`config.mk`:
```
export PLATFORM = sky130hd
export DESIGN_NAME = framed_multi_servo_pulse_generator
export DESIGN_NICKNAME = d
export VERILOG_FILES = /design/src/rtl/fmspg_pkg.sv /design/src/rtl/fmspg_front.sv /design/src/rtl/fmspg_queue.sv /design/src/rtl/fmspg_back.sv /design/src/rtl/framed_multi_servo_pulse_generator.sv
export SDC_FILE = /design/constraint.sdc
export NUM_CORES = 1
export LEC_CHECK = 0
export ABC_AREA = 1
export BUFFER_PORTS_ARGS = -buffer_cell sky130_fd_sc_hd__buf_2
export CAP_MARGIN = 20
export CORE_ASPECT_RATIO = 0.9
export CORE_MARGIN = 2
export CORE_UTILIZATION = 35
export CTS_CLUSTER_DIAMETER = 120
export DETAILED_ROUTE_END_ITERATION = 8
export REMOVE_ABC_BUFFERS = 1
export SLEW_MARGIN = 10
export SYNTH_ARGS = -nofsm -noshare
export SYNTH_HDL_FRONTEND = slang
export SYNTH_SLANG_ARGS = --single-unit
```
`constraint.sdc`:
```
create_clock -name clk -period 11.7 [get_ports clk]
set_input_delay 0.585 -clock clk [delete_from_list [all_inputs] [get_ports clk]]
set_output_delay 0.585 -clock clk [all_outputs]
set_load 0.02 [all_outputs]
```
`src/rtl/fmspg_pkg.sv`:
```
// Package for the framed multi-servo pulse generator.
// Holds shared constants, the queue word type and config register codes.
// No dependencies.
`default_nettype none

package fmspg_pkg;

  localparam int DefChannels = 5;

  localparam int PinsW    = 5;
  localparam int ChanOutW = 3;
  localparam int SlotW    = 15;
  localparam int WidthW   = 14;
  localparam int OffW     = 13;
  localparam int CfgIdxW  = 2;
  localparam int CfgDataW = 15;

  localparam logic [7:0]        StartMark   = 8'h53;
  localparam logic [7:0]        EndMark     = 8'h45;
  localparam logic [7:0]        MaxAngle    = 8'd180;
  localparam logic [WidthW-1:0] CentreWidth = 14'd7501;
  localparam logic [WidthW-1:0] WidthMax    = 14'd16383;

  localparam logic [SlotW-1:0]  SlotReset   = 15'd20096;
  localparam logic [WidthW-1:0] MinReset    = 14'd5001;

  // floor(250*a/9) ~ (a * AngleRecip) >> 16, at most one low
  localparam logic [20:0] AngleRecip = 21'd1820250;

  localparam logic [CfgIdxW-1:0] CfgSlotTicks = 2'd0;
  localparam logic [CfgIdxW-1:0] CfgMinPulse  = 2'd1;

  typedef struct packed {
    logic            is_tick;
    logic            is_start;
    logic            is_end;
    logic [OffW-1:0] offset;
  } entry_t;

endpackage

`default_nettype wire

```
`src/rtl/fmspg_front.sv`:
```
// Front end: classifies each accepted word and converts the byte to a
// pulse width offset. Depends on fmspg_pkg.
`default_nettype none

module fmspg_front import fmspg_pkg::*; (
  input  wire logic       cmd,
  input  wire logic [7:0] rx_byte,
  output entry_t          entry
);

  logic [7:0]      angle;
  logic [28:0]     prod;
  logic [OffW-1:0] quot;
  logic [16:0]     scaled;
  logic [16:0]     rem;

  always_comb begin
    angle  = (rx_byte > MaxAngle) ? MaxAngle : rx_byte;
    prod   = 29'(angle) * 29'(AngleRecip);
    quot   = prod[28:16];
    scaled = (17'(angle) << 8) - (17'(angle) << 2) - (17'(angle) << 1);
    rem    = scaled - ((17'(quot) << 3) + 17'(quot));
    entry.is_tick  = cmd;
    entry.is_start = (rx_byte == StartMark);
    entry.is_end   = (rx_byte == EndMark);
    entry.offset   = (rem >= 17'd9) ? quot + 1'b1 : quot;
  end

endmodule

`default_nettype wire

```
`src/rtl/fmspg_queue.sv`:
```
// Two-word queue between front and back ends.
// Depends on fmspg_pkg for the word type.
`default_nettype none

module fmspg_queue import fmspg_pkg::*; (
  input  wire logic   clk,
  input  wire logic   rst,
  input  wire logic   push,
  input  wire entry_t push_data,
  output logic        not_full,
  input  wire logic   pop,
  output logic        not_empty,
  output entry_t      head
);

  entry_t     slots [2];
  logic       wr_ptr;
  logic       rd_ptr;
  logic [1:0] count;
  logic       do_push;
  logic       do_pop;

  assign not_full  = (count != 2'd2);
  assign not_empty = (count != 2'd0);
  assign do_push   = push && not_full;
  assign do_pop    = pop && not_empty;
  assign head      = slots[rd_ptr];

  always_ff @(posedge clk) begin
    if (do_push) begin
      slots[wr_ptr] <= push_data;
    end
    if (rst) begin
      wr_ptr <= 1'b0;
      rd_ptr <= 1'b0;
      count  <= 2'd0;
    end else begin
      if (do_push) wr_ptr <= ~wr_ptr;
      if (do_pop)  rd_ptr <= ~rd_ptr;
      count <= count + 2'(do_push) - 2'(do_pop);
    end
  end

endmodule

`default_nettype wire

```
`src/rtl/fmspg_back.sv`:
```
// Back end: frame parser, width store, slot sequencer and result register.
// Depends on fmspg_pkg.
`default_nettype none

module fmspg_back import fmspg_pkg::*; #(
  parameter int CHANNELS = DefChannels
) (
  input  wire logic              clk,
  input  wire logic              rst,
  input  wire logic [SlotW-1:0]  slot_ticks,
  input  wire logic [WidthW-1:0] min_pulse_ticks,
  input  wire logic              head_valid,
  input  wire entry_t            head,
  output logic                   pop,
  output logic                   result_valid,
  input  wire logic              result_ready,
  output logic [PinsW-1:0]       servo_pins,
  output logic [ChanOutW-1:0]    active_channel,
  output logic                   frame_done,
  output logic                   frame_error
);

  localparam int ChW = (CHANNELS > 1) ? $clog2(CHANNELS) : 1;
  localparam logic [ChW:0] ChanCount = (ChW + 1)'(CHANNELS);

  typedef enum logic [1:0] {PhIdle, PhAngles, PhEnd} phase_t;

  phase_t            phase;
  logic [ChW-1:0]    byte_index;
  logic [OffW-1:0]   angle_buf   [CHANNELS];
  logic [WidthW-1:0] pulse_width [CHANNELS];
  logic [ChW-1:0]    channel_now;
  logic [SlotW-1:0]  slot_count;
  logic [WidthW-1:0] pulse_left;
  logic [CHANNELS-1:0] pins;

  logic [CHANNELS-1:0] ch_mask;
  logic [WidthW-1:0]   left_next;
  logic [CHANNELS-1:0] pins_next;
  logic [SlotW-1:0]    slot_next;
  logic                slot_end;
  logic [ChW-1:0]      channel_next;
  logic                commit;
  logic [WidthW:0]     sum [CHANNELS];

  assign pop = head_valid && (!result_valid || result_ready);
  assign commit = pop && !head.is_tick && (phase == PhEnd) && head.is_end;

  always_comb begin
    for (int i = 0; i < CHANNELS; i++) begin
      ch_mask[i] = (channel_now == ChW'(i));
      sum[i] = (WidthW + 1)'(min_pulse_ticks) + (WidthW + 1)'(angle_buf[i]);
    end
    left_next = pulse_left;
    pins_next = pins;
    if (slot_count == '0) begin
      left_next = pulse_width[channel_now];
      pins_next = (left_next != '0) ? ch_mask : '0;
    end
    if (left_next != '0) begin
      left_next = left_next - 1'b1;
      if (left_next == '0) pins_next = pins_next & ~ch_mask;
    end
    slot_next = slot_count + 1'b1;
    slot_end  = (slot_next >= slot_ticks) || (slot_next == '0);
    channel_next = ((ChW + 1)'(channel_now) + 1'b1 >= ChanCount) ? '0
                                                                   : channel_now + 1'b1;
  end

  always_ff @(posedge clk) begin
    if (pop && !head.is_tick && phase == PhAngles) begin
      angle_buf[byte_index] <= head.offset;
    end
    if (rst) begin
      phase        <= PhIdle;
      byte_index   <= '0;
      channel_now  <= '0;
      slot_count   <= '0;
      pulse_left   <= '0;
      pins         <= '0;
      result_valid <= 1'b0;
      for (int i = 0; i < CHANNELS; i++) pulse_width[i] <= CentreWidth;
    end else begin
      if (result_ready && !pop) result_valid <= 1'b0;
      if (pop) begin
        result_valid <= 1'b1;
        frame_done   <= commit;
        frame_error  <= !head.is_tick && (phase == PhEnd) && !head.is_end;
        if (head.is_tick) begin
          pulse_left     <= left_next;
          pins           <= pins_next;
          slot_count     <= slot_end ? '0 : slot_next;
          channel_now    <= slot_end ? channel_next : channel_now;
          active_channel <= ChanOutW'(slot_end ? channel_next : channel_now);
          servo_pins     <= PinsW'(pins_next);
        end else begin
          active_channel <= ChanOutW'(channel_now);
          servo_pins     <= PinsW'(pins);
          unique case (phase)
            PhAngles: begin
              if ((ChW + 1)'(byte_index) + 1'b1 >= ChanCount) begin
                phase      <= PhEnd;
                byte_index <= '0;
              end else begin
                byte_index <= byte_index + 1'b1;
              end
            end
            PhEnd: begin
              phase      <= PhIdle;
              byte_index <= '0;
            end
            default: begin
              if (head.is_start) begin
                phase      <= PhAngles;
                byte_index <= '0;
              end else begin
                phase <= PhIdle;
              end
            end
          endcase
          if (commit) begin
            for (int i = 0; i < CHANNELS; i++) begin
              pulse_width[i] <= (sum[i] > (WidthW + 1)'(WidthMax)) ? WidthMax
                                                                   : sum[i][WidthW-1:0];
            end
          end
        end
      end
    end
  end

endmodule

`default_nettype wire

```
`src/rtl/framed_multi_servo_pulse_generator.sv`:
```
// Framed multi-servo pulse generator, top level: config registers, front
// end, queue and back end. Depends on fmspg_pkg and the fmspg_* modules.
//
// Each word is a serial byte (cmd 0) or a timer tick (cmd 1) and gives one
// result word. One word is accepted per cycle, a tick included, while the queue
// is not full; a result is presented from the result register behind the
// two-word queue, and a stalled result side fills the queue before ready
// drops. Frames are 'S', CHANNELS angle bytes, 'E'; a good end marker
// commits all widths at once. The config port is always ready and should be
// written only while no words are in flight.
`default_nettype none

module framed_multi_servo_pulse_generator import fmspg_pkg::*; #(
  parameter int CHANNELS = DefChannels
) (
  input  wire logic                clk,
  input  wire logic                rst,
  input  wire logic                item_valid,
  output logic                     item_ready,
  input  wire logic                cmd,
  input  wire logic [7:0]          rx_byte,
  output logic                     result_valid,
  input  wire logic                result_ready,
  output logic [PinsW-1:0]         servo_pins,
  output logic [ChanOutW-1:0]      active_channel,
  output logic                     frame_done,
  output logic                     frame_error,
  input  wire logic                cfg_valid,
  output logic                     cfg_ready,
  input  wire logic [CfgIdxW-1:0]  cfg_index,
  input  wire logic [CfgDataW-1:0] cfg_data
);

  logic [SlotW-1:0]  slot_ticks;
  logic [WidthW-1:0] min_pulse_ticks;
  entry_t            front_entry;
  entry_t            head;
  logic              head_valid;
  logic              pop;

  assign cfg_ready = 1'b1;

  always_ff @(posedge clk) begin
    if (rst) begin
      slot_ticks      <= SlotReset;
      min_pulse_ticks <= MinReset;
    end else if (cfg_valid) begin
      case (cfg_index)
        CfgSlotTicks: slot_ticks      <= cfg_data[SlotW-1:0];
        CfgMinPulse:  min_pulse_ticks <= cfg_data[WidthW-1:0];
        default: ;
      endcase
    end
  end

  fmspg_front u_front (
    .cmd     (cmd),
    .rx_byte (rx_byte),
    .entry   (front_entry)
  );

  fmspg_queue u_queue (
    .clk       (clk),
    .rst       (rst),
    .push      (item_valid),
    .push_data (front_entry),
    .not_full  (item_ready),
    .pop       (pop),
    .not_empty (head_valid),
    .head      (head)
  );

  fmspg_back #(.CHANNELS(CHANNELS)) u_back (
    .clk             (clk),
    .rst             (rst),
    .slot_ticks      (slot_ticks),
    .min_pulse_ticks (min_pulse_ticks),
    .head_valid      (head_valid),
    .head            (head),
    .pop             (pop),
    .result_valid    (result_valid),
    .result_ready    (result_ready),
    .servo_pins      (servo_pins),
    .active_channel  (active_channel),
    .frame_done      (frame_done),
    .frame_error     (frame_error)
  );

  a_done_err_excl: assert property (@(posedge clk) disable iff (rst)
    result_valid |-> !(frame_done && frame_error))
    else $error("frame_done and frame_error both set");

  a_channel_range: assert property (@(posedge clk) disable iff (rst)
    result_valid |-> (32'(active_channel) < CHANNELS))
    else $error("active_channel out of range");

  a_pins_onehot: assert property (@(posedge clk) disable iff (rst)
    result_valid |-> $onehot0(servo_pins))
    else $error("more than one servo pin high");

  a_tick_no_flag: assert property (@(posedge clk) disable iff (rst)
    (pop && head.is_tick) |=> !frame_done && !frame_error)
    else $error("frame flag on a tick");

endmodule

`default_nettype wire

```
# Word-level counts from Yosys, hierarchy flattened
# Memories as Yosys holds them, arrays and structs flattened. A register that Yosys moved wholly into a read port is not among the register bits.
# Cells that the tools add are included.
[totals] regBits=86 mem_bits_rw=167 inputBits=31 out_inout_bits=13 elab_cells=148 mem_count=3
[classes] addsub=18 multipliers=1 magnitude_cmp=10 eq_ne=11 mux=46 bitwise=11 reduce_logical=32
[memory_table] memory="u_back.pulse_width" depth=5 width=14 read_ports=1 rd_ports_with_merged_regs=1 wr=5 line="fmspg_back.sv:31" source="logic [WidthW-1:0] pulse_width [CHANNELS];"
[memory_table] memory="u_back.angle_buf" depth=5 width=13 read_ports=5 rd_ports_with_merged_regs=0 wr=1 line="fmspg_back.sv:30" source="logic [OffW-1:0] angle_buf [CHANNELS];"
[memory_table] memory="u_queue.slots" depth=2 width=16 read_ports=1 rd_ports_with_merged_regs=1 wr=1 line="fmspg_queue.sv:16" source="entry_t slots [2];"
[op_table] cell="two-way mux 14 bit" count=12
[op_table] cell="adder 14 x 13 -> 15 bit" count=5
[op_table] cell="greater-than comparator 15 x 14 -> 1 bit (second input constant)" count=5
[op_table] cell="logical NOT 15 bit" count=2
[op_table] cell="multiplier 8 x 20 -> 28 bit (second input constant)" count=1
[op_table] cell="nonzero test 14 bit" count=2
[op_table] cell="two-way mux 5 bit" count=5
[op_table] cell="two-way mux 3 bit" count=7
[op_table] cell="adder 16 x 13 -> 17 bit" count=1
[op_table] cell="greater-or-equal comparator 17 x 4 -> 1 bit (second input constant)" count=1
[op_table] cell="subtractor 16 x 10 -> 17 bit" count=1
[op_table] cell="subtractor 17 bit" count=1
[op_table] cell="subtractor 17 x 9 -> 17 bit" count=1
[op_table] cell="equality test 8 x 7 -> 1 bit (second input constant)" count=2
[op_table] cell="two-way mux 1 bit" count=16
[op_table] cell="adder 15 x 1 -> 15 bit (second input constant)" count=1
[op_table] cell="greater-or-equal comparator 15 bit" count=1
[op_table] cell="two-way mux 15 bit" count=1
[op_table] cell="logical NOT 14 bit" count=1
[op_table] cell="subtractor 14 x 1 -> 14 bit (second input constant)" count=1
[op_table] cell="adder 13 x 1 -> 13 bit (second input constant)" count=1
[op_table] cell="two-way mux 13 bit" count=1
[op_table] cell="logical AND 1 bit" count=10
[op_table] cell="adder 3 x 1 -> 4 bit (second input constant)" count=2
[op_table] cell="other kinds (27)" count=48

# Longest topological paths before layout
# Gate-level depths: netlist of run 1.
[depth] ltp_word=12 depth_mapped=56 mapped_depth_nobuf=55

# By module
# From an unflattened synthesis of run 1, not the netlist that was laid out.
[hier_totals] hier_cells=2492 hier_area_um2=20230.7
[by_module_without_submodules] module="fmspg_back" n_inst=1 cells_each=1486 area_per_inst_um2=12150.4 seq_area_each_um2=5275.1
[by_module_without_submodules] module="fmspg_front" n_inst=1 cells_each=749 area_per_inst_um2=5371.4 seq_area_each_um2=0.0
[by_module_without_submodules] module="fmspg_queue" n_inst=1 cells_each=86 area_per_inst_um2=1460.2 seq_area_each_um2=1061.0
[by_module_without_submodules] module="framed_multi_servo_pulse_generator" n_inst=1 cells_each=171 area_per_inst_um2=1248.7 seq_area_each_um2=580.6

# Least setup slack after synthesis of run 1
# OpenSTA, ideal clock, no wires.
[synth_path] path_type="in2reg" start="input port rx_byte[7]" end="memory u_queue.slots[0][7] (netlist bit), data pin" setup_time_ns=0.261 arrival_ns=7.879 required_ns=11.439 slack_ns=3.560 stages=48 n_path_buf=1 cell_sequence="buf_4 -> nand2_1 -> nor2_1 -> nand3_1 -> nand2_1 -> inv_1 -> nor2_1 -> inv_1 -> ha_1 -> fa_1 -> fa_1 -> inv_1 -> fa_1 -> inv_1 -> ha_1 -> a21oi_1 -> inv_1 -> a21oi_1 -> [... 12 more ...] -> fa_1 -> ha_1 -> nand2_1 -> nor2_1 -> nand4_1 -> nand3_1 -> nand2_1 -> nand2_1 -> inv_1 -> nand2_1 -> nor2_1 -> nand2_1 -> nor2_1 -> nand3_2 -> nand2_1 -> nor2_2 -> nand2_1 -> xor2_1"
[synth_rtl] element="from (decl)" line="framed_multi_servo_pulse_generator.sv:21" source="input wire logic [7:0] rx_byte,"
[synth_rtl] element="to (decl)" line="fmspg_queue.sv:16"

==> results of run 1 <==
-- cell type report --
type | count | area share [%]
clock buffer | 38 | 3.644
clock inverter | 16 | 0.9006
inverter | 357 | 6.346
multi-input combinational | 1721 | 50.36
sequential | 257 | 32.75
tap | 705 | 4.177
timing repair buffer | 65 | 1.813
-- registers in the layout, summed over array words and instances (netlist names), 14 cells and up, named ones only --
| register | flops |
|---|---|
| u_back.pulse_left | 14 |
| u_back.slot_count | 15 |
| slot_ticks | 15 |
| u_back.angle_buf | 65 |
| min_pulse_ticks | 14 |
| u_queue.slots | 32 |
| u_back.pulse_width | 70 |
-- worst register-to-register path: cells and delay by family, from the launching register on --
kind                   cells  cell delay [ps]
buffers and inverters      4              970
and+or+nand+nor            6             1780
AOI/OAI and AO/OA          1              330
DFF                        1              720
-- through the flow --
stage | std cells | setup WS [ps] | cell area (um^2)
finish | 3159 | 2441 | 21120
global route | 3159 | 1653 | 21120
CTS | 3157 | 2500 | 21100
detailed placement | 3103 | 1890 | 20140
global placement | 3102 | 2026 | 20130
floorplan | 2335 | 3671 | 18860
-- cell usage in the layout, fill, tap and decap left out, types with 58 or more instances in the layout --
cell | netlist | final
a21oi_1 | 180 | 180
nor2_1 | 194 | 194
ha_1 | 194 | 194
nand2_1 | 580 | 579
fa_1 | 58 | 58
dfxtp_1 | 80 | 80
edfxtp_1 | 177 | 177
nand3_1 | 143 | 143
o21ai_0 | 107 | 107
inv_1 | 349 | 349
-- per-layer routing --
layer	up-vias	share of wire [%]	routed length (um)	track usage, %
met4	0	2.5	1242	4.945
met3	74	4.9	2475	1.675
met5	-	0	0	0
met1	7274	47	24010	24.85
li1	7909	-	-	-
met2	442	45	22850	29.63
-- cells by family after synthesis --
| logic type | after synthesis | share of synthesized area [%] |
|---|---|---|
| and+or+nand+nor | 1038 | 23.14 |
| buffers and inverters | 400 | 8.209 |
| AOI/OAI and AO/OA | 345 | 9.717 |
| DFF | 257 | 36.25 |
| adders and majority gates | 252 | 18.81 |
| xor gates and xnor gates | 82 | 3.803 |
| other | 1 | 0.01965 |
| muxes | 1 | 0.05901 |
-- final timing paths --
path,from,depth (start not counted),endpoint,slack [ps]
min,cfg_data[14],3,slot_ticks[14],230
max reg2reg,flop,11,u_back.pulse_width[0][10],7560
min reg2reg,u_queue.rd_ptr,1,flop,450
max,rx_byte[7],47,u_queue.slots[1][7],2440
==> out/metrics.yaml, run 1 <==
status: "complete, no violations"
syn_to_final_growth_pct: 10.66
synth.distinct_cells: 52
ys_seq_area_share_pct: 36.25
fin_nets: 2714
first_global_vias: 15190
drtIter0Drc: 1086
fill_cells: 5516
wl_um: 50580
seqCellArea_mm2: 0.006917
synth.avg_cell_area_um2: 8.031
grt_pass1_wl_um: 80860
drc: 0
tritoncts: "done"
cp_max_fo: 11
final_core_utilization_pct: 39.02
worst_pin_slew_ps: 976.7
drt-wirelength-per-cell_um: 16.01
grt_util_all_layers_pct: 17.85
cp.required_ps: 12030
h-tree-depth: 1
synth.top_cell.area_share_pct: 27.85
yosysWarnings: 0
synth_largest_area_cell: "edfxtp_1"
die_h_um: 225.5
drtAntennaViolNets: 0
num_vias: 15700
multi_input_area_mm2: 0.01064
synth_edf_count: 177
io_buffers: 42
ios: 44
hold_path_class: "input pin to flop"
die_w_um: 250.1
cts_root_buffer: "clkbuf_16"
crit_path_start_kind: "input pin"
hold-worst-slack_ps: 229.7
n_antenna_cell: 0
synth_ff_type: "edfxtp_1"
arrival_ps: 9590
drtPass1Iterations: 5
crit_path_end_kind: "flop"
clk_pin_slew_ps: 60
start_util_pct: 35.26
hold_buffers: 0
synth_cells: 2376
cap_violations: 0
path_delay_family: "adder cells"
gp_congestion: 0.9038
dp_hpwl_um: 40130
synthTopCellsByCount: "580 x nand2_1, 349 x inv_1, 194 x ha_1, 194 x nor2_1, 180 x a21oi_1"
async_flop_share_pct: 0
clkLatencyLatePin_ps: 580
yosysMostFrequentCell: "nand2_1"
clock_skew_ps: 27.04
cts_buffers: 29
cp_num_buf_inv: 10
synth_area_leaders: "edfxtp_1 28%, ha_1 13%, nand2_1 11%"
yosys_register_bits: 257
dieArea_mm2: 0.05641
grt_start_max_net_pins: 71
drive_gt1_share_pct: 6.927
drv_slew: 0
layout_min_cycle_time_ps: 9259
core-area_mm2: 0.05412
report.final.hold_viol_count: 0
period_share_pct: 79.14
crit_slowest_cell: "nor2_1"
cp_common_cell: "nand2_1"
cts_resized: 0
overflow: 0
clockBufferDepth: 3
rsz0062_at_grt: "false"
max_freq_ghz: 0.1080
clock-sinks: 257
finalSetupTns_ps: 0
fp-row-count: 81
slowest_delay_ps: 610
slew_headroom_pct: 34.28
crit_type: "input pin to flop"
syn_area_mm2: 0.01908
antenna_found_initial: 3
setup_violations: 0
viasPerCell: 4.970
cts_setup_buffers: 0
Power of run 1 is left out: the tool's default activity adds up to more than one toggle a clock period on the data nets, which glitch-free logic cannot reach.
==> run 2: changes to the inputs <==
Settings changed: ABC_AREA 1 to 0.
Clock period 11.7 ns to 9.5 ns, I/O delays scaled along.
==> run 2 against run 1 <==
Compared with the run above: worst setup slack got worse by 1900 ps; cell area fell by 1.8%; clock skew rose by 7.8 ps; sequential share of layout area rose by 0.59 points; global-route usage fell by 0.67 points; area after synthesis fell by 2.6%.
==> out/metrics.yaml, run 2 <==
viasPerCell: 5.263  # +5.9%
drc: 0  # unchanged
final_cell_mix: "194 x ha_1, 178 x nand2_1, 177 x edfxtp_1"
overflow: 0  # unchanged
fill_cells: 5106  # -7.4%
ios: 44  # unchanged
async_flop_share_pct: 0  # unchanged
drt-wirelength-per-cell_um: 17.86  # +12%
cp_num_buf_inv: 8  # -2
synth_edf_count: 177  # unchanged
synth.top_cell.area_share_pct: 28.61  # +0.75 points
clock-sinks: 257  # unchanged
cp_max_fo: 12  # +1
dieArea_mm2: 0.05495  # -2.6%
hold_depth: 1  # -2
fin_nets: 2208  # -19%
cp.required_ps: 9810  # -2220 ps
gp_congestion: 0.9113  # +0.83%
slowest_delay_ps: 580  # -30 ps
drtPass1Iterations: 5  # unchanged
slew_headroom_pct: 24.39  # -9.9 points
synth_cells: 1860  # -22%
dp_hpwl_um: 37320  # -7.0%
crit_type: "input pin to flop"
drive_gt1_share_pct: 10.84  # +3.9 points
fin_ws_ps: 534.7  # -1906 ps
dp_worst_setup_slack_ps: 3.208  # -1887 ps
hold_path_end: "u_queue.slots[1][15]"
synth_area_leaders: "edfxtp_1 29%, ha_1 13%, dfxtp_1 8.6%"
layout_min_cycle_time_ps: 8965
grt_pass1_wl_um: 75490  # -6.6%
cts_root_buffer: "clkbuf_16"
synth.distinct_cells: 92  # +77%
report.final.hold_viol_count: 0  # unchanged
syn_to_final_growth_pct: 11.64
clkLatencyLatePin_ps: 560  # -20 ps
start_util_pct: 35.22  # -0.036 points
layout_commonest_cell: "ha_1"
path_delay_family: "adder cells"
cp_common_cell: "fa_1"
clock_skew_ps: 34.87  # +7.826 ps
grt_util_all_layers_pct: 17.18  # -0.67 points
top_regs: "u_back.pulse_width: 70 flops, u_back.angle_buf: 65 flops, u_queue.slots: 32 flops"
cap_violations: 0  # unchanged
die_w_um: 246.9  # -1.3%
drtAntennaViolNets: 0  # unchanged
drtIter0Drc: 861  # -21%
num_vias: 13910  # -11%
reg2reg_to: "u_back.pulse_left[9]"
min_from: "cmd"
clk_pin_slew_ps: 60  # about the same
synthTopCellsByCount: "194 x ha_1, 178 x nand2_1, 177 x edfxtp_1"
clockBufferDepth: 3  # unchanged
worstRegToRegCells: 14  # +3
crit_slowest_cell: "fa_1"
grt_start_max_net_pins: 74  # +4.2%
period_share_pct: 94.37
fp-row-count: 80  # -1.2%
drv_slew: 0  # unchanged
crit_path_start_kind: "input pin"
cts_setup_buffers: 0  # unchanged
crit_path_end_kind: "flop"
yosysWarnings: 0  # unchanged
first_global_vias: 13770  # -9.4%
cts_buffers: 28  # -3.4%
largest_register_ffs: 70  # unchanged
yosys_register_bits: 257  # unchanged
core-area_mm2: 0.05275  # -2.5%
ys_seq_area_share_pct: 37.23  # +0.98 points
finalSetupTns_ps: 0  # unchanged
max_freq_ghz: 0.1115
die_h_um: 222.6  # -1.3%
setup_violations: 0  # unchanged
regMostFlops: "u_back.pulse_width"
io_buffers: 42  # unchanged
r2r-start: "u_back.slot_count[0]"
synth.avg_cell_area_um2: 9.989  # +24%
synth_ff_type: "edfxtp_1"
status: "complete, no violations"
synth_largest_area_cell: "edfxtp_1"
r2r_slack_ps: 4470  # -3090 ps
hold_path_class: "input pin to flop"
syn_area_mm2: 0.01858  # -2.6%
antenna_found_initial: 0  # -3
worst_pin_slew_ps: 1106  # +128.9 ps
arrival_ps: 9270  # -320 ps
tritoncts: "done"
n_antenna_cell: 0  # unchanged
yosysMostFrequentCell: "ha_1"
wl_um: 47210  # -6.7%
seqCellArea_mm2: 0.006917  # unchanged
multi_input_area_mm2: 0.01080  # +1.6%
h-tree-depth: 1  # unchanged
==> run 2: cell types whose count changed in the layout (fill, tap and decap cells not counted), moves of 22 or more <==
cell     change
a21oi_1     -39
nand3_1     -98
nand2_1    -401
a21o_1      +22
inv_1      -176
xnor2_1     +42
nor2_1      -98
buf_4       +26
mux2i_1     +25
==> run 2: repair_timing <==
| action | 4_1_cts | 5_1_grt |
|---|---|---|
| hold buffers | 0 | 0 |
| endpoints found under the setup margin | 0 | 24 |
| gates resized for setup | 0 | 2 |
==> run 2: through the flow <==
stage	utilization [%]	cells	area, um^2	hold WS (ps)
6_report	39.32	2643	20740	121.0
5_1_grt	39.32	2643	20740	97.42
4_1_cts	39.30	2642	20730	95.77
3_5_place_dp	37.56	2591	19810	447.5
3_3_place_gp	37.55	2590	19810	445.3
2_1_floorplan	-	1803	18340	430.3
==> run 2: layout make-up <==
| type | instances | area share, % |
|---|---|---|
| tap | 697 | 4.204 |
| inverter | 173 | 3.130 |
| sequential | 257 | 33.34 |
| multi-input combinational | 1373 | 52.08 |
| clock buffer | 29 | 3.396 |
| clock inverter | 22 | 1.031 |
| timing repair buffer | 92 | 2.811 |
==> run 2: layer usage <==
metal | routed length [um] | vias up | track usage (%)
li1 | - | 6877 | -
met5 | 0 | - | 0
met3 | 1932 | 63 | 1.341
met4 | 1134 | 0 | 4.625
met2 | 21690 | 299 | 28.16
met1 | 22450 | 6670 | 24.36
==> run 2: logic make-up (layout without fill, tap and decap cells) <==
family | after synthesis | after routing | share of synthesized area, %
compound gates | 438 | 438 | 15.56
xor+xnor | 107 | 107 | 5.044
fa+ha+maj | 252 | 252 | 19.31
buf+inv | 232 | 316 | 4.855
flops | 257 | 257 | 37.23
mux | 58 | 58 | 4.074
other cells | 1 | 3 | 0.02018
simple gates | 515 | 515 | 13.91
==> run 2: worst max path at each step <==
| stage | from | depth (start not counted) | to | slack [ps] |
|---|---|---|---|---|
| 5_1_grt | rx_byte[6] | 32 | u_queue.slots[1][8] | -20 |
| 6_report | rx_byte[6] | 31 | u_queue.slots[0][1] | 530 |
| 4_1_cts | rx_byte[2] | 33 | u_queue.slots[0][1] | 540 |
| 3_5_place_dp | rx_byte[2] | 33 | u_queue.slots[0][1] | 3 |
| 2_1_floorplan | rx_byte[6] | 28 | u_queue.slots[0][1] | 570 |
| 3_3_place_gp | rx_byte[6] | 31 | u_queue.slots[0][1] | 80 |
Power of run 2 is left out for the same reason.
